`src/rtl/http_header_line_parser_macros.svh`:
```
// ----------------------------------------------------------------------------
// http_header_line_parser_macros.svh
// Assertion macros for the header line parser; empty when SYNTHESIS is set.
// ----------------------------------------------------------------------------
`ifndef HTTP_HEADER_LINE_PARSER_MACROS_SVH
`define HTTP_HEADER_LINE_PARSER_MACROS_SVH
`ifndef SYNTHESIS
// property that holds at every edge outside reset
`define HHLP_ASSERT(lbl, clk, rst, prop, msg) \
   lbl: assert property (@(posedge clk) disable iff (rst) prop) else $error(msg);
// condition now implies a consequence at the next edge
`define HHLP_ASSERT_NEXT(lbl, clk, rst, pre, post, msg) \
   lbl: assert property (@(posedge clk) disable iff (rst) (pre) |=> (post)) else $error(msg);
`else
`define HHLP_ASSERT(lbl, clk, rst, prop, msg)
`define HHLP_ASSERT_NEXT(lbl, clk, rst, pre, post, msg)
`endif
`endif

```
`src/rtl/hhlp_pkg.sv`:
```
// ----------------------------------------------------------------------------
// hhlp_pkg
// Shared types and constants of the HTTP header line parser.
// ----------------------------------------------------------------------------
`default_nettype none

package hhlp_pkg;

   localparam int TOKEN_W = 14;

   localparam logic [7:0] CH_COLON = 8'h3A;
   localparam logic [7:0] CH_CR    = 8'h0D;
   localparam logic [7:0] CH_LF    = 8'h0A;
   localparam logic [7:0] CH_SPACE = 8'h20;

   localparam logic [2:0] KIND_NAME     = 3'd0;
   localparam logic [2:0] KIND_NAME_END = 3'd1;
   localparam logic [2:0] KIND_VALUE    = 3'd2;
   localparam logic [2:0] KIND_LINE_END = 3'd3;
   localparam logic [2:0] KIND_HEAD_END = 3'd4;
   localparam logic [2:0] KIND_ERROR    = 3'd5;

   localparam logic [1:0] ERR_NO_NAME    = 2'd0;
   localparam logic [1:0] ERR_NAME_LONG  = 2'd1;
   localparam logic [1:0] ERR_NAME_CRLF  = 2'd2;
   localparam logic [1:0] ERR_VALUE_LONG = 2'd3;

   localparam int QUEUE_DEPTH = 4;
   localparam int QPTR_W      = $clog2(QUEUE_DEPTH);
   localparam int QCNT_W      = $clog2(QUEUE_DEPTH + 1);

   typedef struct packed {
      logic [2:0]         kind;
      logic [7:0]         data_byte;
      logic [TOKEN_W-1:0] lead_spaces;
      logic [1:0]         error_code;
      logic               last;
   } result_type;

   // results caused by one input byte
   typedef struct packed {
      result_type first;
      result_type second;
      logic       two;
   } entry_type;

endpackage

`default_nettype wire

```
`src/rtl/hhlp_front.sv`:
```
// ----------------------------------------------------------------------------
// hhlp_front
// Per-byte classifier: parse state, token counts, held CR and spaces.
// ----------------------------------------------------------------------------
`default_nettype none
`include "http_header_line_parser_macros.svh"

module hhlp_front #(
   parameter int TOKEN_LIMIT = 8192
) (
   input  wire logic                        clock,
   input  wire logic                        reset,
   input  wire logic                        accept,
   input  wire logic [7:0]                  rx_byte,
   input  wire logic                        new_message,
   input  wire logic                        csr_valid,
   input  wire logic [hhlp_pkg::TOKEN_W-1:0] csr_max_token,
   output logic                             entry_valid,
   output hhlp_pkg::entry_type              entry
);

   localparam int CAP = (TOKEN_LIMIT > 16383) ? 16383 : TOKEN_LIMIT;
   localparam logic [hhlp_pkg::TOKEN_W-1:0] LIMIT_CAP = hhlp_pkg::TOKEN_W'(CAP);

   typedef enum logic [6:0] {
      PH_LINE    = 7'b0000001,
      PH_LINE_CR = 7'b0000010,
      PH_NAME    = 7'b0000100,
      PH_SKIP    = 7'b0001000,
      PH_VALUE   = 7'b0010000,
      PH_DONE    = 7'b0100000,
      PH_STOP    = 7'b1000000
   } phase_type;

   phase_type                      phase_ff, phase_in, cur;
   logic [hhlp_pkg::TOKEN_W-1:0]   name_count_ff, name_count_in;
   logic [hhlp_pkg::TOKEN_W-1:0]   value_count_ff, value_count_in;
   logic [hhlp_pkg::TOKEN_W-1:0]   held_spaces_ff, held_spaces_in;
   logic                           prev_cr_ff, prev_cr_in;
   logic                           held_cr_ff, held_cr_in;
   logic [hhlp_pkg::TOKEN_W-1:0]   limit_ff, limit_in;
   hhlp_pkg::result_type           res0, res1;
   logic [1:0]                     n;

   function automatic hhlp_pkg::result_type mk(input logic [2:0] kind,
                                               input logic [7:0] data,
                                               input logic [hhlp_pkg::TOKEN_W-1:0] lead,
                                               input logic [1:0] err);
      hhlp_pkg::result_type r;
      r.kind        = kind;
      r.data_byte   = data;
      r.lead_spaces = lead;
      r.error_code  = err;
      r.last        = 1'b0;
      return r;
   endfunction

   assign limit_in = (csr_max_token < LIMIT_CAP) ? csr_max_token : LIMIT_CAP;

   always_comb begin
      hhlp_pkg::result_type r;
      phase_in       = phase_ff;
      name_count_in  = name_count_ff;
      value_count_in = value_count_ff;
      prev_cr_in     = prev_cr_ff;
      held_cr_in     = held_cr_ff;
      held_spaces_in = held_spaces_ff;
      res0           = '0;
      res1           = '0;
      n              = 2'd0;
      r              = '0;
      if (new_message) begin
         phase_in       = PH_LINE;
         name_count_in  = '0;
         value_count_in = '0;
         prev_cr_in     = 1'b0;
         held_cr_in     = 1'b0;
         held_spaces_in = '0;
      end
      cur = phase_in;
      case (cur)
         PH_LINE: begin
            if (rx_byte == hhlp_pkg::CH_COLON) begin
               res0     = mk(hhlp_pkg::KIND_ERROR, 8'd0, '0, hhlp_pkg::ERR_NO_NAME);
               n        = 2'd1;
               phase_in = PH_STOP;
            end else if (rx_byte == hhlp_pkg::CH_CR) begin
               phase_in = PH_LINE_CR;
            end else if (limit_ff == '0) begin
               res0     = mk(hhlp_pkg::KIND_ERROR, 8'd0, '0, hhlp_pkg::ERR_NAME_LONG);
               n        = 2'd1;
               phase_in = PH_STOP;
            end else begin
               name_count_in = hhlp_pkg::TOKEN_W'(1);
               res0          = mk(hhlp_pkg::KIND_NAME, rx_byte, '0, 2'd0);
               n             = 2'd1;
               prev_cr_in    = 1'b0;
               phase_in      = PH_NAME;
            end
         end
         PH_LINE_CR: begin
            if (rx_byte == hhlp_pkg::CH_LF) begin
               res0     = mk(hhlp_pkg::KIND_HEAD_END, 8'd0, '0, 2'd0);
               n        = 2'd1;
               phase_in = PH_DONE;
            end else if (limit_ff == '0) begin
               res0     = mk(hhlp_pkg::KIND_ERROR, 8'd0, '0, hhlp_pkg::ERR_NAME_LONG);
               n        = 2'd1;
               phase_in = PH_STOP;
            end else begin
               // the held CR becomes the first name byte
               name_count_in = hhlp_pkg::TOKEN_W'(1);
               res0          = mk(hhlp_pkg::KIND_NAME, hhlp_pkg::CH_CR, '0, 2'd0);
               n             = 2'd2;
               prev_cr_in    = 1'b1;
               phase_in      = PH_NAME;
               if (rx_byte == hhlp_pkg::CH_COLON) begin
                  res1     = mk(hhlp_pkg::KIND_NAME_END, 8'd0, '0, 2'd0);
                  phase_in = PH_SKIP;
               end else if (limit_ff == hhlp_pkg::TOKEN_W'(1)) begin
                  res1     = mk(hhlp_pkg::KIND_ERROR, 8'd0, '0, hhlp_pkg::ERR_NAME_LONG);
                  phase_in = PH_STOP;
               end else begin
                  name_count_in = hhlp_pkg::TOKEN_W'(2);
                  res1          = mk(hhlp_pkg::KIND_NAME, rx_byte, '0, 2'd0);
                  prev_cr_in    = (rx_byte == hhlp_pkg::CH_CR);
               end
            end
         end
         PH_NAME: begin
            if (rx_byte == hhlp_pkg::CH_LF && prev_cr_in) begin
               res0     = mk(hhlp_pkg::KIND_ERROR, 8'd0, '0, hhlp_pkg::ERR_NAME_CRLF);
               n        = 2'd1;
               phase_in = PH_STOP;
            end else if (rx_byte == hhlp_pkg::CH_COLON) begin
               res0     = mk(hhlp_pkg::KIND_NAME_END, 8'd0, '0, 2'd0);
               n        = 2'd1;
               phase_in = PH_SKIP;
            end else if (name_count_in >= limit_ff) begin
               res0     = mk(hhlp_pkg::KIND_ERROR, 8'd0, '0, hhlp_pkg::ERR_NAME_LONG);
               n        = 2'd1;
               phase_in = PH_STOP;
            end else begin
               name_count_in = name_count_in + 1'b1;
               res0          = mk(hhlp_pkg::KIND_NAME, rx_byte, '0, 2'd0);
               n             = 2'd1;
               prev_cr_in    = (rx_byte == hhlp_pkg::CH_CR);
            end
         end
         PH_SKIP, PH_VALUE: begin
            if (cur == PH_SKIP) begin
               value_count_in = '0;
               held_cr_in     = 1'b0;
               held_spaces_in = '0;
            end
            if (cur == PH_SKIP && rx_byte == hhlp_pkg::CH_SPACE) begin
               phase_in = PH_SKIP;
            end else if (held_cr_in && rx_byte == hhlp_pkg::CH_LF) begin
               res0           = mk(hhlp_pkg::KIND_LINE_END, 8'd0, '0, 2'd0);
               n              = 2'd1;
               phase_in       = PH_LINE;
               name_count_in  = '0;
               value_count_in = '0;
               prev_cr_in     = 1'b0;
               held_cr_in     = 1'b0;
               held_spaces_in = '0;
            end else if (value_count_in >= limit_ff) begin
               res0     = mk(hhlp_pkg::KIND_ERROR, 8'd0, '0, hhlp_pkg::ERR_VALUE_LONG);
               n        = 2'd1;
               phase_in = PH_STOP;
            end else begin
               phase_in       = PH_VALUE;
               value_count_in = value_count_in + 1'b1;
               if (held_cr_in) begin
                  res0           = mk(hhlp_pkg::KIND_VALUE, hhlp_pkg::CH_CR,
                                      held_spaces_in, 2'd0);
                  n              = 2'd1;
                  held_spaces_in = '0;
                  held_cr_in     = 1'b0;
               end
               if (rx_byte == hhlp_pkg::CH_SPACE) begin
                  held_spaces_in = held_spaces_in + 1'b1;
               end else if (rx_byte == hhlp_pkg::CH_CR) begin
                  held_cr_in = 1'b1;
               end else begin
                  r = mk(hhlp_pkg::KIND_VALUE, rx_byte, held_spaces_in, 2'd0);
                  if (n == 2'd0) begin
                     res0 = r;
                  end else begin
                     res1 = r;
                  end
                  n              = n + 2'd1;
                  held_spaces_in = '0;
               end
            end
         end
         PH_DONE: begin
            phase_in = PH_DONE;
         end
         default: begin
            phase_in = PH_STOP;
         end
      endcase
      if (n == 2'd1) begin
         res0.last = 1'b1;
      end
      if (n == 2'd2) begin
         res1.last = 1'b1;
      end
   end

   assign entry_valid  = accept && (n != 2'd0);
   assign entry.first  = res0;
   assign entry.second = res1;
   assign entry.two    = (n == 2'd2);

   always_ff @(posedge clock) begin
      if (reset) begin
         phase_ff       <= PH_LINE;
         name_count_ff  <= '0;
         value_count_ff <= '0;
         prev_cr_ff     <= 1'b0;
         held_cr_ff     <= 1'b0;
         held_spaces_ff <= '0;
         limit_ff       <= LIMIT_CAP;
      end else begin
         if (accept) begin
            phase_ff       <= phase_in;
            name_count_ff  <= name_count_in;
            value_count_ff <= value_count_in;
            prev_cr_ff     <= prev_cr_in;
            held_cr_ff     <= held_cr_in;
            held_spaces_ff <= held_spaces_in;
         end
         if (csr_valid) begin
            limit_ff <= limit_in;
         end
      end
   end

   `HHLP_ASSERT_NEXT(a_stop_holds, clock, reset, phase_ff == PH_STOP && !(accept && new_message), phase_ff == PH_STOP, "parser left stop without new message")
   `HHLP_ASSERT(a_held_cr_phase, clock, reset, held_cr_ff |-> (phase_ff == PH_VALUE || phase_ff == PH_STOP), "held CR outside value")

endmodule

`default_nettype wire

```
`src/rtl/hhlp_queue.sv`:
```
// ----------------------------------------------------------------------------
// hhlp_queue
// Short register queue of per-byte result entries between front and back.
// ----------------------------------------------------------------------------
`default_nettype none
`include "http_header_line_parser_macros.svh"

module hhlp_queue (
   input  wire logic                clock,
   input  wire logic                reset,
   input  wire logic                wr_en,
   input  wire hhlp_pkg::entry_type wr_data,
   input  wire logic                rd_en,
   output logic                     full,
   output logic                     rd_valid,
   output hhlp_pkg::entry_type      rd_data
);

   localparam logic [hhlp_pkg::QCNT_W-1:0] DEPTH_CNT =
      hhlp_pkg::QCNT_W'(hhlp_pkg::QUEUE_DEPTH);

   hhlp_pkg::entry_type               mem_ff [hhlp_pkg::QUEUE_DEPTH];
   logic [hhlp_pkg::QPTR_W-1:0]       wr_ptr_ff, rd_ptr_ff;
   logic [hhlp_pkg::QCNT_W-1:0]       count_ff, count_in;

   assign full     = (count_ff == DEPTH_CNT);
   assign rd_valid = (count_ff != '0);
   assign rd_data  = mem_ff[rd_ptr_ff];

   always_comb begin
      count_in = count_ff;
      if (wr_en && !rd_en) begin
         count_in = count_ff + 1'b1;
      end else if (!wr_en && rd_en) begin
         count_in = count_ff - 1'b1;
      end
   end

   always_ff @(posedge clock) begin
      if (wr_en) begin
         mem_ff[wr_ptr_ff] <= wr_data;
      end
   end

   always_ff @(posedge clock) begin
      if (reset) begin
         wr_ptr_ff <= '0;
         rd_ptr_ff <= '0;
         count_ff  <= '0;
      end else begin
         if (wr_en) begin
            wr_ptr_ff <= wr_ptr_ff + 1'b1;
         end
         if (rd_en) begin
            rd_ptr_ff <= rd_ptr_ff + 1'b1;
         end
         count_ff <= count_in;
      end
   end

   `HHLP_ASSERT(a_count_range, clock, reset, count_ff <= DEPTH_CNT, "queue count out of range")
   `HHLP_ASSERT(a_no_underflow, clock, reset, !(rd_en && count_ff == '0), "read from empty queue")
   `HHLP_ASSERT_NEXT(a_count_up, clock, reset, wr_en && !rd_en, count_ff == $past(count_ff) + 1'b1, "queue count missed a write")

endmodule

`default_nettype wire

```
`src/rtl/hhlp_back.sv`:
```
// ----------------------------------------------------------------------------
// hhlp_back
// Result side: holds one entry and hands out its results one per transaction.
// ----------------------------------------------------------------------------
`default_nettype none

module hhlp_back (
   input  wire logic                clock,
   input  wire logic                reset,
   input  wire logic                q_valid,
   input  wire hhlp_pkg::entry_type q_data,
   output logic                     q_rd,
   input  wire logic                pop,
   output logic                     empty,
   output hhlp_pkg::result_type     result
);

   hhlp_pkg::entry_type ent_ff;
   logic                valid_ff;
   logic                sel_ff;
   logic                advance;
   logic                step_second;

   assign advance     = pop && valid_ff;
   assign step_second = advance && !sel_ff && ent_ff.two;
   assign q_rd        = q_valid && (!valid_ff || (advance && !step_second));
   assign empty       = !valid_ff;
   assign result      = sel_ff ? ent_ff.second : ent_ff.first;

   always_ff @(posedge clock) begin
      if (q_rd) begin
         ent_ff <= q_data;
      end
   end

   always_ff @(posedge clock) begin
      if (reset) begin
         valid_ff <= 1'b0;
         sel_ff   <= 1'b0;
      end else if (step_second) begin
         sel_ff <= 1'b1;
      end else if (!valid_ff || advance) begin
         valid_ff <= q_valid;
         sel_ff   <= 1'b0;
      end
   end

endmodule

`default_nettype wire

```
`src/rtl/http_header_line_parser.sv`:
```
// ----------------------------------------------------------------------------
// http_header_line_parser
// Path: a pushed byte's results pass through the queue, then the back output register, to the result ports.
// Throughput: one byte per cycle in while the queue is not full; one result transaction per cycle out while not empty.
// Bytes that cause two results hold the output side for two transactions; the queue absorbs it.
// Reset (synchronous, active high): line start, counts cleared, max_token = limit.
// ----------------------------------------------------------------------------
`default_nettype none

// Structure:
//   front - parses each accepted byte combinationally against the parse state
//           and writes zero, one or two results as a single queue entry.
//   queue - four entries of per-byte results; full stalls push.
//   back  - output register; pops entries and serves their results in order,
//           the second result of an entry one transaction after the first.
// The input side accepts every cycle while the queue has room, so a waiting
// result never blocks the next byte until the queue fills.
//
// Value handling notes:
//   - trailing spaces are held as a count and travel as lead_spaces with the
//     next real value byte; pending spaces at CR LF are dropped.
//   - a CR in a value is held; CR LF ends the line, anything else releases
//     the CR as a value byte ahead of the new byte.
//   - the limit in force is min(max_token, TOKEN_LIMIT), folded at write time.

module http_header_line_parser #(
   parameter int TOKEN_LIMIT = 8192
) (
   input  wire logic                         clock,
   input  wire logic                         reset,
   // input channel
   input  wire logic                         push,
   output logic                              full,
   input  wire logic [7:0]                   req_rx_byte,
   input  wire logic                         req_new_message,
   // result channel
   output logic                              empty,
   input  wire logic                         pop,
   output logic [2:0]                        rsp_kind,
   output logic [7:0]                        rsp_data_byte,
   output logic [hhlp_pkg::TOKEN_W-1:0]      rsp_lead_spaces,
   output logic [1:0]                        rsp_error_code,
   output logic                              rsp_last,
   // configuration write channel
   input  wire logic                         csr_valid,
   output logic                              csr_ready,
   input  wire logic [hhlp_pkg::TOKEN_W-1:0] csr_max_token
);

   logic                 accept;
   logic                 entry_valid;
   hhlp_pkg::entry_type  entry;
   logic                 q_rd;
   logic                 q_valid;
   hhlp_pkg::entry_type  q_data;
   hhlp_pkg::result_type result;

   // transaction on the input side
   assign accept    = push && !full;
   // register writes take effect in the cycle after they are presented; always ready
   assign csr_ready = 1'b1;

   hhlp_front #(
      .TOKEN_LIMIT (TOKEN_LIMIT)
   ) u_front (
      .clock         (clock),
      .reset         (reset),
      .accept        (accept),
      .rx_byte       (req_rx_byte),
      .new_message   (req_new_message),
      .csr_valid     (csr_valid),
      .csr_max_token (csr_max_token),
      .entry_valid   (entry_valid),
      .entry         (entry)
   );

   hhlp_queue u_queue (
      .clock    (clock),
      .reset    (reset),
      .wr_en    (entry_valid),
      .wr_data  (entry),
      .rd_en    (q_rd),
      .full     (full),
      .rd_valid (q_valid),
      .rd_data  (q_data)
   );

   hhlp_back u_back (
      .clock   (clock),
      .reset   (reset),
      .q_valid (q_valid),
      .q_data  (q_data),
      .q_rd    (q_rd),
      .pop     (pop),
      .empty   (empty),
      .result  (result)
   );

   assign rsp_kind        = result.kind;
   assign rsp_data_byte   = result.data_byte;
   assign rsp_lead_spaces = result.lead_spaces;
   assign rsp_error_code  = result.error_code;
   assign rsp_last        = result.last;

endmodule

`default_nettype wire
```
`config.mk`:
```
export PLATFORM = sky130hd
export DESIGN_NAME = http_header_line_parser
export DESIGN_NICKNAME = d
export VERILOG_FILES = /design/src/rtl/hhlp_pkg.sv /design/src/rtl/hhlp_front.sv /design/src/rtl/hhlp_queue.sv /design/src/rtl/hhlp_back.sv /design/src/rtl/http_header_line_parser.sv
export VERILOG_INCLUDE_DIRS = /design/src /design/src/rtl
export SDC_FILE = /design/constraint.sdc
export NUM_CORES = 1
export LEC_CHECK = 0
export ABC_AREA = 1
export BUFFER_PORTS_ARGS = -buffer_cell sky130_fd_sc_hd__buf_4
export CORE_UTILIZATION = 55
export CTS_BUF_LIST = sky130_fd_sc_hd__clkbuf_16
export DETAILED_ROUTE_END_ITERATION = 10
export GPL_TIMING_DRIVEN = 0
export PLACE_DENSITY = 0.69
export SYNTH_ARGS = -nofsm -noshare
export SYNTH_HDL_FRONTEND = slang
export SYNTH_SLANG_ARGS = --single-unit
```
`constraint.sdc`:
```
create_clock -name clock -period 7.9 [get_ports clock]
set_input_delay 0.79 -clock clock [delete_from_list [all_inputs] [get_ports clock]]
set_output_delay 0.79 -clock clock [all_outputs]
set_load 0.005 [all_outputs]
```
### After elaboration in Yosys (flattened, before gate mapping)

Memory sizes are Yosys's and may differ from the RTL's. A register that Yosys moved wholly into a read port is not among the register bits.
Index checks and enable logic that the tools add are counted.

| operators by class | value |
|---|---|
| reduce and logical (&&, ||, !) cells | 28 |
| muxes and demuxes | 124 |
| eq/ne operators | 14 |
| add/subtract/negate cells | 8 |
| bitwise operators | 1 |
| $lt $le $gt $ge | 3 |

Operators with widths:

| kind | count |
|---|---|
| two-way mux 28 bit | 23 |
| two-way mux 14 bit | 33 |
| case mux 28 bit (4 select lines) | 1 |
| two-way mux 7 bit | 14 |
| two-way mux 27 bit | 3 |
| case mux 14 bit (4 select lines) | 1 |
| case mux 28 bit (2 select lines) | 1 |
| adder 14 x 1 -> 14 bit, second input constant | 3 |
| case mux 7 bit (5 select lines) | 1 |
| two-way mux 1 bit | 30 |
| greater-or-equal comparator 14 bit | 2 |
| two-way mux 2 bit | 13 |
| equality test 8 x 4 -> 1 bit, second input constant | 2 |
| equality test 8 x 6 -> 1 bit, second input constant | 2 |
| equality test 14 x 1 -> 1 bit, second input constant | 1 |
| logical NOT 14 bit | 1 |
| < comparator 14 bit, second input constant | 1 |
| logical AND 1 bit | 12 |
| case mux 2 bit (4 select lines) | 1 |
| equality test 7 x 1 -> 1 bit, second input constant | 1 |
| equality test 7 x 2 -> 1 bit, second input constant | 1 |
| equality test 7 x 3 -> 1 bit, second input constant | 1 |
| equality test 7 x 4 -> 1 bit, second input constant | 1 |
| equality test 7 x 5 -> 1 bit, second input constant | 1 |
| other kinds (17) | 28 |

| word-level totals | value |
|---|---|
| memories | 1 |
| RAM bits | 228 |
| register bits after elaboration | 74 |
| output and inout port bits | 31 |
| input port bits | 28 |
| word-level logic and storage cells | 191 |

Memories:

| memory | words | width | rd ports | clocked after memory_dff | wr ports | line | text |
|---|---|---|---|---|---|---|---|
| u_queue.mem_ff | 4 | 57 | 1 | 1 | 1 | hhlp_queue.sv:22 | `hhlp_pkg::entry_type mem_ff [hhlp_pkg::QUEUE_DEPTH];` |

### Longest topological paths before layout

Gate-level depths: netlist of the first run.

| depth | value |
|---|---|
| depth in word-level cells | 22 |
| depth in mapped cells | 34 |
| gate-level depth less buffers | 32 |

### Hierarchy

A second synthesis of the first run with hierarchy kept.

| second synthesis, totals | value |
|---|---|
| cell total of the unflattened synthesis | 1919 |
| area total of the unflattened synthesis | 17581.9 um^2 |

By module, submodules not included:

| module | cells each | sequential area each (um^2) | area each (um^2) | instances |
|---|---|---|---|---|
| hhlp_queue | 610 | 7026.7 | 8867.3 | 1 |
| hhlp_front | 1140 | 1301.2 | 6511.2 | 1 |
| hhlp_back | 165 | 1751.7 | 2182.1 | 1 |
| http_header_line_parser | 4 | 0.0 | 21.3 | 1 |

### Least setup slack after synthesis of the first run

OpenSTA, ideal clock, no wires.

| timing | value |
|---|---|
| kind | input-to-reg |
| from | input req_new_message |
| to | memory u_queue.mem_ff[0][10] in the netlist's numbering (enable) |
| required time | 7.434 ns |
| stages | 26 |
| buffers on the path | 2 |
| slack | 1.764 ns |
| arrival time | 5.670 ns |
| cell sequence | buf_6 > inv_4 > nand2_2 > nand2_2 > nor2_4 > nand2_4 > buf_8 > inv_2 > nor3_1 > inv_1 > ha_1 > o21ai_0 > nand3_1 > nand3_1 > nand2_1 > inv_2 > nand2_1 > nand2_1 > nand2_1 > nand2_2 > nand3_4 > nor2_4 > nand3_1 > nand3_2 > nand2_1 > nor2_1 |

| on the way | value |
|---|---|
| word-level cells in the longest chain between the ends | 20 |
| elaborated cells on any way between the ends | 32 |

RTL lines:

| element | line | text |
|---|---|---|
| start, declared | http_header_line_parser.sv:35 | `input wire logic req_new_message,` |
| two-way mux 7 bit | hhlp_front.sv:72 | `if (new_message) begin` |
| equality test 7 x 4 -> 1 bit | hhlp_front.sv:81, hhlp_front.sv:151, hhlp_front.sv:156 |  |
| two-way mux 1 bit | hhlp_front.sv:151 | `if (cur == PH_SKIP) begin` |
| two-way mux 1 bit | hhlp_front.sv:81 | `case (cur)` |
| two-way mux 1 bit | hhlp_front.sv:174 | `if (held_cr_in) begin` |
| two-way mux 2 bit | hhlp_front.sv:167 | `end else if (value_count_in >= limit_ff) begin` |
| two-way mux 2 bit | hhlp_front.sv:158 | `end else if (held_cr_in && rx_byte == hhlp_pkg::CH_LF) begin` |
| two-way mux 2 bit | hhlp_front.sv:156 | `if (cur == PH_SKIP && rx_byte == hhlp_pkg::CH_SPACE) begin` |
| (+4 left out) | n/a |  |
| two-way mux 2 bit | hhlp_front.sv:167 |  |
| two-way mux 2 bit | hhlp_front.sv:158 |  |
| two-way mux 2 bit | hhlp_front.sv:156 |  |
| case mux 2 bit (4 select lines) * | hhlp_front.sv:81 |  |
| nonzero test 2 bit * | hhlp_front.sv:212 | `assign entry_valid = accept && (n != 2'd0);` |
| logical AND 1 bit * | hhlp_front.sv:212 |  |
| two-way mux 1 bit * | hhlp_queue.sv:40 | `if (wr_en) begin` |
| two-way mux 1 bit (implied by the code) * | hhlp_queue.sv:41 | `mem_ff[wr_ptr_ff] <= wr_data;` |
| end, declared | hhlp_queue.sv:22 |  |

Mark *: on every way between the ends. The rest lies on a longest branch, timed or not. The select of a mux whose other input is x is not followed.

### Worst setup path after layout of the first run

| timing | value |
|---|---|
| from | input req_new_message |
| to | register u_queue.count_ff[2] in the netlist's numbering |

| on the way | value |
|---|---|
| word-level cells in the longest chain between the ends | 21 |
| elaborated cells on any way between the ends | 35 |

RTL lines:

| element | line | text |
|---|---|---|
| two-way mux 7 bit | hhlp_front.sv:72 |  |
| equality test 7 x 4 -> 1 bit | hhlp_front.sv:81, hhlp_front.sv:151, hhlp_front.sv:156 |  |
| two-way mux 1 bit | hhlp_front.sv:151 |  |
| two-way mux 1 bit | hhlp_front.sv:81 |  |
| two-way mux 1 bit | hhlp_front.sv:174 |  |
| two-way mux 2 bit | hhlp_front.sv:167 |  |
| two-way mux 2 bit | hhlp_front.sv:158 |  |
| two-way mux 2 bit | hhlp_front.sv:156 |  |
| (+6 left out) | n/a |  |
| two-way mux 2 bit | hhlp_front.sv:156 |  |
| case mux 2 bit (4 select lines) * | hhlp_front.sv:81 |  |
| nonzero test 2 bit * | hhlp_front.sv:212 |  |
| logical AND 1 bit * | hhlp_front.sv:212 |  |
| via entry_valid | http_header_line_parser.sv:51 | `logic entry_valid;` |
| logical NOT 1 bit | hhlp_queue.sv:34 | `end else if (!wr_en && rd_en) begin` |
| logical AND 1 bit | hhlp_queue.sv:34 |  |
| nonzero test 2 bit (no source line) | n/a |  |
| end signal, assigned | hhlp_queue.sv:57 | `count_ff <= count_in;` |
| end, declared | hhlp_queue.sv:24 | `logic [hhlp_pkg::QCNT_W-1:0] count_ff, count_in;` |

The timed path passes the listed nets; every way through them passes the cells marked *. The select of a mux whose other input is x is not followed.
A chain may end at the register's enable or synchronous reset.

==> impl_summary.md, run 1 <==
Placement
The weighted congestion at the end of routability-driven global placement is between 0.9 and 1. Summed over all nets, the half-perimeter wirelength after detailed placement is around 34 mm. The count of input and output buffers is 55.

Counting tap cells, the placed design contains a total of about 2,300 instances.

Yosys
Counting flops with a built-in enable in the synthesized netlist gives 270. The share of synthesized registers carrying an async set or reset is 0%. Of the total synthesized cell area, the portion taken by XOR and XNOR cells is less than 1%. Of all cell types, the one taking the most synthesized area is sky130_fd_sc_hd__edfxtp_1. The summed instance area of the synthesized netlist is 16,790 sq um. Summing the areas of all and, or, nand and nor instances in the mapped netlist gives between 10% and 20% of the synthesized area. In the synthesized netlist the dominant register cell turns out to be sky130_fd_sc_hd__edfxtp_1.

Ranked by total cell area, the synthesized netlist is headed by sky130_fd_sc_hd__edfxtp_1 48%, sky130_fd_sc_hd__dfxtp_1 8.8%, sky130_fd_sc_hd__nand2_1 6.5%, sky130_fd_sc_hd__nor2_1 5.6%, sky130_fd_sc_hd__o21ai_0 5.5%. The count of yosys warnings during synthesis is 0. By count the netlist is led by 292 x sky130_fd_sc_hd__nand2_1, 270 x sky130_fd_sc_hd__edfxtp_1, 250 x sky130_fd_sc_hd__nor2_1.

The mux share of post-synthesis cell area is 0%. The part of the Yosys area used for sequential elements is 57.13%. After synthesis, the largest area contributor takes up between 40 and 50% of total cell area. The most frequent cell after synthesis is sky130_fd_sc_hd__nand2_1. The count of distinct cell types in the synthesized netlist is 59. The combinational family with the most area after synthesis is simple AND/OR/NAND/NOR gates. The flip-flop and latch count after synthesis is around 340. The average cell area after synthesis is a little over 9 sq um. Summing the areas of all compound-gate instances in the mapped netlist gives between 10% and 20% of the synthesized area. Synthesis handed over a netlist of ~1,800 instances. The adder and majority cell fraction of the synthesized area is 2.579%.

Routing
For this block, the initial DRC count from the detailed router was 1,256. Summing over every cut layer, the via total after detailed routing is about 14,000. The detail route stage leaves a number of antenna-violating nets equal to 0. The number of remaining DRC errors is 0. The first detailed-routing pass ran for 5 iterations. Using the TritonRoute via totals, the vias-per-cell ratio works out to between 5 and 6. The routed length per instance is slightly below 20 um.

After detailed routing, the total wire length is 47.62 mm.

Clock network
The total CTS buffers is 37. The longest clock path from root to sink contains 3 buffers. The number of buffers inserted for hold repair after clock tree synthesis is 0. In this run the clock root is driven by a sky130_fd_sc_hd__clkbuf_16. The number of gates resized after CTS is 0.

The maximum level of the CTS H-tree is 2. CTS saw 344 sinks. The clock network latency to the later pin of the worst-skew pair is 0.52 ns.

The CTS tree is built. Once the clock tree was built, the setup fixing pass inserted 0 buffers. Clock-pin slew was measured on the worst setup and hold paths at about 0.060 ns.

Global route
The first global-routing pass estimated ~74 mm of wire. The via count of the first global-routing pass is around 13,000. The largest net degree at the start of global routing is 41. The total overflow left after global routing is 0. The number of antenna violations at the first check in global routing came to 0.

The global router's overall resource usage is between 30% and 40%.

Status
The flow ran to the end, and the final reports show no timing, DRC or antenna violations.

STA
Setup repair after global routing left no endpoint under its margin. The routed design could run at a clock period as short as about 5.2 ns. For the final routed database, the setup TNS stands at 0 ns. The largest clock skew in the final design is between 0.01 and 0.015 ns. The headroom to the max-slew limit is between 40% and 50%. Timing would allow up to 0.1925 GHz. In the finished design, the share of the clock period the worst path needs comes to 65.77%. The slew at the pin closest to its max-slew limit is ~0.8 ns. The number of max-slew violations in the final report is 0. The count of final hold-check violations is 0.

Setup violations remaining at the end of the flow were counted as 0. Final hold analysis gives a worst-case slack of 0.4708 ns.

Setup path
The kind of cell with the highest combined delay along the critical path is simple AND/OR/NAND/NOR gates. The reg2reg setup slack is ~2.8 ns. The element type at the critical path end is a register.

The required time at the endpoint of the critical path is 8.30 ns. The maximum fanout encountered on the critical timing path is 10. For this run, the slowest stage of the critical path takes 0.56 ns. The data arrival time at the worst-slack endpoint is 5.59 ns.

The critical path class is input pin to register. The cell repeated most along the worst path is sky130_fd_sc_hd__nand2_1. The combined buffer and inverter count along the critical path is 7. The slowest stage of the critical path is the sky130_fd_sc_hd__nor3_1 cell. The worst setup path is launched from an input pin.

Floorplan
The chip height is 176.7 um. The I/O pin count is 59. The core box area is around 30,000 sq um. For this configuration, the core starts out at a cell density of ~56%. The floorplan has 63 rows. The die is between 150 and 200 um wide. The die area is roughly 31,000 sq um.

Cells and area
The number of diodes added for antenna fixing is 0. The fraction of final layout cells sized beyond drive strength 1 is between 10 and 15%. The count of placed standard cells in the final layout, fillers left out is 2,398. The utilization after layout is between 60 and 70%. Compared with the post-synthesis result, the final layout area differs by 14.97%.

The number of nets in the finished design is about 2,000.

Pwr
The power density over the cells is slightly above 300 nW/um^2. The static leakage power is between 7 and 8 nW. The maximum vdd ir drop is around 160 uV.

Run
The total of max-cap violations is 0.

Worst hold path
The worst hold path belongs to the class register to register.
worst register-to-register path, delay by kind of cell (launching register included):
| kind | cells | cell delay, ns |
|---|---|---|
| fa+ha+maj | 3 | 0.89 |
| simple gates | 17 | 2.27 |
| buf+inv | 6 | 0.71 |
| compound gates | 5 | 0.69 |
| flops | 1 | 0.43 |
routing by layer:
layer,GRT usage (%),wire length [um],up-vias
met4,14.73,2231,0
met3,3.802,3025,148
met2,53.73,23310,573
li1,-,-,6558
met5,0,0,-
met1,38.21,19050,6569
power breakdown:
group / switching (mW) / leakage [nW] / internal (mW)
registers: 0.0985 / 3.28 / 2.37
clock network: 0.710 / 0.617 / 1.02
logic: 1.17 / 3.76 / 0.520
per-stage QoR:
step           setup WS (ns)  total power [mW]  instance area, sq um
3_3_place_gp         -0.8797             4.105                 17890
4_1_cts                2.767             5.898                 19300
6_report               2.705             5.884                 19300
2_1_floorplan          1.764             3.471                 16990
5_1_grt                2.274             6.154                 19300
3_5_place_dp           2.234             4.177                 18100
flip-flops by register name, indices dropped and copies added, names as in the netlist:
name,count
u_back.ent_ff,54
u_front.name_count_ff,14
u_front.held_cr_ff,1
u_back.valid_ff,1
u_queue.rd_ptr_ff,2
u_front.value_count_ff,14
u_front.limit_ff,14
u_back.sel_ff,1
u_front.phase_ff,7
u_queue.mem_ff,216
u_queue.count_ff,3
u_front.held_spaces_ff,14
u_front.prev_cr_ff,1
u_queue.wr_ptr_ff,2
layout make-up:
cell class / count / area, sq um
sequential: 344 / 9589
timing repair buffer: 64 / 593.1
buffer: 90 / 426.7
clock buffer: 37 / 925.9
multi-input combinational: 1244 / 6255
clock inverter: 30 / 270.3
fill: 2475 / 10500
inverter: 199 / 752.0
tap: 390 / 488.0
kinds of logic after synthesis:
group | after synthesis
xor+xnor | 4
simple gates | 751
buf+inv | 289
fa+ha+maj | 34
flops | 344
other cells | 2
compound gates | 398
path summary, 6_finish.rpt:
kind | to | cells past startpoint | start
worst min register to register | u_front.phase_ff[2]$_SDFFE_PP0P_ | 2 | u_front.phase_ff[2]$_SDFFE_PP0P_
worst min-delay path | u_front.phase_ff[2]$_SDFFE_PP0P_ | 2 | u_front.phase_ff[2]$_SDFFE_PP0P_
worst max register to register | u_queue.count_ff[2]$_SDFFE_PP0P_ | 31 | u_front.phase_ff[0]$_SDFFE_PP1P_
worst max-delay path | u_queue.count_ff[2]$_SDFFE_PP0P_ | 28 | req_new_message
cells in the final DEF, fill, tap and decap left out, types with 15 or more instances in the layout:
master	Yosys	routed
sky130_fd_sc_hd__nand3_1	103	103
sky130_fd_sc_hd__o22ai_1	61	61
sky130_fd_sc_hd__ha_1	33	33
sky130_fd_sc_hd__dfxtp_1	74	74
sky130_fd_sc_hd__nand2_1	292	292
sky130_fd_sc_hd__buf_4	5	60
sky130_fd_sc_hd__o21ai_0	183	183
sky130_fd_sc_hd__clkbuf_16	0	37
sky130_fd_sc_hd__a21oi_1	89	89
sky130_fd_sc_hd__edfxtp_1	270	270
sky130_fd_sc_hd__o211ai_1	20	20
sky130_fd_sc_hd__nor3_1	23	23
sky130_fd_sc_hd__or2_2	15	15
sky130_fd_sc_hd__conb_1	2	57
sky130_fd_sc_hd__clkbuf_1	67	67
sky130_fd_sc_hd__nor2_1	250	246
sky130_fd_sc_hd__nand4_1	21	21
sky130_fd_sc_hd__inv_1	183	191
(Power assumes the default switching activity.)
==> run 2, diff against run 1 <==
Clock period 7.9 ns to 5.1 ns, I/O delays scaled along.
==> run 2 against run 1 <==
Against the previous run: die area is the same; clock skew grew 0.0011 ns; critical path depth decreased by 10; setup slack lost 2.4 ns; critical path type unchanged; largest cell class unchanged; largest power group unchanged.
==> impl_summary.md, run 2 (synthesis gave the netlist of run 1 again) <==
Cells and area
The fraction of final layout cells sized beyond drive strength 1 is 10.50% (+0.19 points). Leaving out fill and tap cells, the most frequent cell in the layout is sky130_fd_sc_hd__nand2_1. The top cell types in the final layout, fill and taps aside, are 291 x sky130_fd_sc_hd__nand2_1, 270 x sky130_fd_sc_hd__edfxtp_1, 246 x sky130_fd_sc_hd__nor2_1, 191 x sky130_fd_sc_hd__inv_1, 183 x sky130_fd_sc_hd__o21ai_0. In the final layout, the registers with the most flip-flops are u_queue.mem_ff (216), u_back.ent_ff (54). The register with the most flip-flops in the final layout is u_queue.mem_ff. The area of all sequential standard cells came to 9589 sq um (unchanged). The flip-flop count of the largest register after layout is 216 (unchanged). The area of combinational cells with multiple inputs is 6269 sq um (+0.22%). The number of nets in the finished design was 2,044 (+0.098%). The total non-filler cell area in the finished layout was 19,330 sq um (+0.15%). The area growth from synthesis to layout is 15.15%. The number of diodes added for antenna fixing is 0 (unchanged). The count of filler cells inserted in the layout came to 2,468 (-0.28%). The utilization after layout is 64.87% (+0.097 points).

Setup path
The critical path is of the input pin to register type. The maximum fanout encountered on the critical timing path was 10 (unchanged). STA classifies the critical path endpoint as a register. The peak per-stage delay on the critical path is 0.64 ns (+0.08 ns). The data arrival time at the worst-slack endpoint is 5.02 ns (-0.57 ns). The startpoint type of the worst setup path is an input pin. The cell with the largest stage delay on the worst path is sky130_fd_sc_hd__buf_1. The required time at the endpoint of the critical path was 5.31 ns (-2.99 ns). The depth of the worst register-to-register path was 31 (unchanged). Walking the worst path, the cells encountered are buf_6 -> buf_2 -> buf_1 -> buf_1 -> nor2_1 -> ha_1 -> inv_1 -> nor2_1 -> o21ai_0 -> o211ai_1 -> nand3_1 -> nand3_1 -> nor2_2 -> inv_1 -> nor2_1 -> inv_1 -> a21oi_1 -> o21ai_0.

Run
The total of max-cap violations is 0 (unchanged).

Global route
The largest net degree at the start of global routing is 41 (unchanged). The global router's overall resource usage is 30.91% (unchanged). The remaining global-route overflow is 0 (unchanged). The via count of the first global-routing pass is 13,432 (unchanged).

The number of antenna violations at the first check in global routing is 0 (unchanged). The global-route wire length before repair was 73.55 mm (unchanged).

Clock network
The clock tree root buffer cell is sky130_fd_sc_hd__clkbuf_16. The CTS tree is built. The clock transition at the registers of the reported paths is 0.06 ns (about the same). The clock network latency to the later pin of the worst-skew pair is 0.52 ns (about the same). The maximum level of the CTS H-tree is 2 (unchanged). The number of buffers on the longest clock path is 3 (unchanged). The number of clock sinks is 344 (unchanged). The total CTS buffers is 37 (unchanged).

Routing
The via density per instance was 5.779 (about the same). The wire length reported by the detailed router came to 47.69 mm (+0.13%). The via count came to 13,869 (+0.15%). The first-pass iteration count of the detailed router came to 5 (unchanged).

The post-detailed-route count of antenna-violating nets was 0 (unchanged). The number of remaining DRC errors is 0 (unchanged). The count of routing violations after the opening detailed-route iteration is 1,262 (+0.48%). The routed length per instance came to 19.87 um (about the same).

STA
The number of max-slew violations in the final report is 0 (unchanged). The largest clock skew in the final design is 0.01450 ns (+0.001124 ns). The slew at the pin closest to its max-slew limit is 0.8153 ns (+0.02104 ns).

The sum of negative setup slack was 0 ns (unchanged). Setup repair after global routing left no endpoint under its margin. The final setup violation count was 0 (unchanged). The headroom to the max-slew limit is 45.65% (-1.2 points). The count of final hold-check violations is 0 (unchanged). In the finished design, the share of the clock period the worst path needs comes to a little over nine tenths. For this run, the top clock speed supported by timing is 0.2078 GHz. The final critical-path required period is ~4.8 ns.

Pwr
The sequential share of power came to 41.9% (about the same). The relative contribution of the clock network to total power was 29.4% (about the same). The net switching component of the power is 3.066 mW (+55%). The maximum vdd ir drop is 254.9 uV (+56%). The cell internal power dissipation is 6.055 mW (+55%). The power density over the cells is 471.9 nW/um^2 (+55%).

The static leakage power came to 7.670 nW (+0.19%). The combinational power share is 28.7% (about the same). The switching share of power came to 33.62% (about the same).

Placement
The standard cell area after detailed placement is 18,100 sq um (unchanged). The weighted congestion at the end of routability-driven global placement came to 0.9308 (unchanged). The count of input and output buffers is 55 (unchanged). The half-perimeter wire length after placement is 33.54 mm (unchanged).

Status
The run finished with clean final reports.

Floorplan
The chip height is 176.7 um (unchanged). The width of the chip was 176.7 um (unchanged). The die area is 31,220 sq um (unchanged). The total number of placement rows is 63 (unchanged).

The core box area came to 29,800 sq um (unchanged). The starting density of the core is 56.34% (unchanged). The I/O pin count is 59 (unchanged).

Worst hold path
The min-delay analysis places its worst path in the category input pin to register. The worst hold path cell count is 3 (+1).
[run 2: layout make-up]
| cell class | count | area share, % |
|---|---|---|
| buffer | 90 | 2.207 |
| clock buffer | 37 | 4.790 |
| clock inverter | 30 | 1.398 |
| inverter | 199 | 3.890 |
| multi-input combinational | 1244 | 32.43 |
| sequential | 344 | 49.61 |
| tap | 390 | 2.525 |
| timing repair buffer | 66 | 3.146 |
[run 2: path summary, 6_finish.rpt]
kind | startpoint | endpoint | slack, ns
worst min register to register | u_front.phase_ff[2]$_SDFFE_PP0P_ | u_front.phase_ff[2]$_SDFFE_PP0P_ | 0.47
worst max-delay path | req_new_message | u_queue.mem_ff[2][54]$_DFFE_PP_ | 0.29
worst max register to register | u_front.phase_ff[0]$_SDFFE_PP1P_ | u_queue.count_ff[2]$_SDFFE_PP0P_ | 0.44
worst min-delay path | csr_max_token[13] | u_front.limit_ff[13]$_SDFFE_PP1P_ | 0.22
[run 2: power groups by stage]
stage | logic, mW | clock network [mW] | registers (mW)
finish | 2.62 | 2.68 | 3.82
global route | 2.87 | 2.80 | 3.86
CTS | 2.60 | 2.71 | 3.82
detailed placement | 2.59 | 0 | 3.88
global placement | 2.45 | 0 | 3.91
floorplan | 1.53 | 0 | 3.85
[run 2: layer usage]
layer	share of wire [%]	up-vias	GRT usage [%]
met1	40	6568	38.21
li1	-	6560	-
met3	6.3	140	3.802
met2	49	601	53.73
met5	0	-	0
met4	4.6	0	14.73
[run 2: worst max-delay path, delay by kind of cell]
kind                       cells  cell delay, ns
adders and majority gates      1            0.35
and+or+nand+nor                6            1.26
buffers and inverters          7            2.13
AOI/OAI and AO/OA              4            0.75
[run 2: what timing repair did]
action / in CTS / in global routing
endpoints found under the setup margin: 0 / 115
hold buffers: 0 / 0
endpoints found under the hold margin: 0 / 0
resized for setup: 0 / 3
setup buffers: 0 / 2
[run 2: stage by stage]
stage | std cells | total power [mW] | hold WS (ns) | setup WS (ns)
3_3_place_gp | 2322 | 6.359 | 0.4528 | -3.400
3_5_place_dp | 2331 | 6.470 | 0.4606 | -0.2863
4_1_cts | 2398 | 9.136 | 0.2094 | 0.03916
6_report | 2400 | 9.121 | 0.2212 | 0.2873
5_1_grt | 2400 | 9.535 | 0.2416 | 0.04115
2_1_floorplan | 1877 | 5.376 | 0.4453 | -0.7563
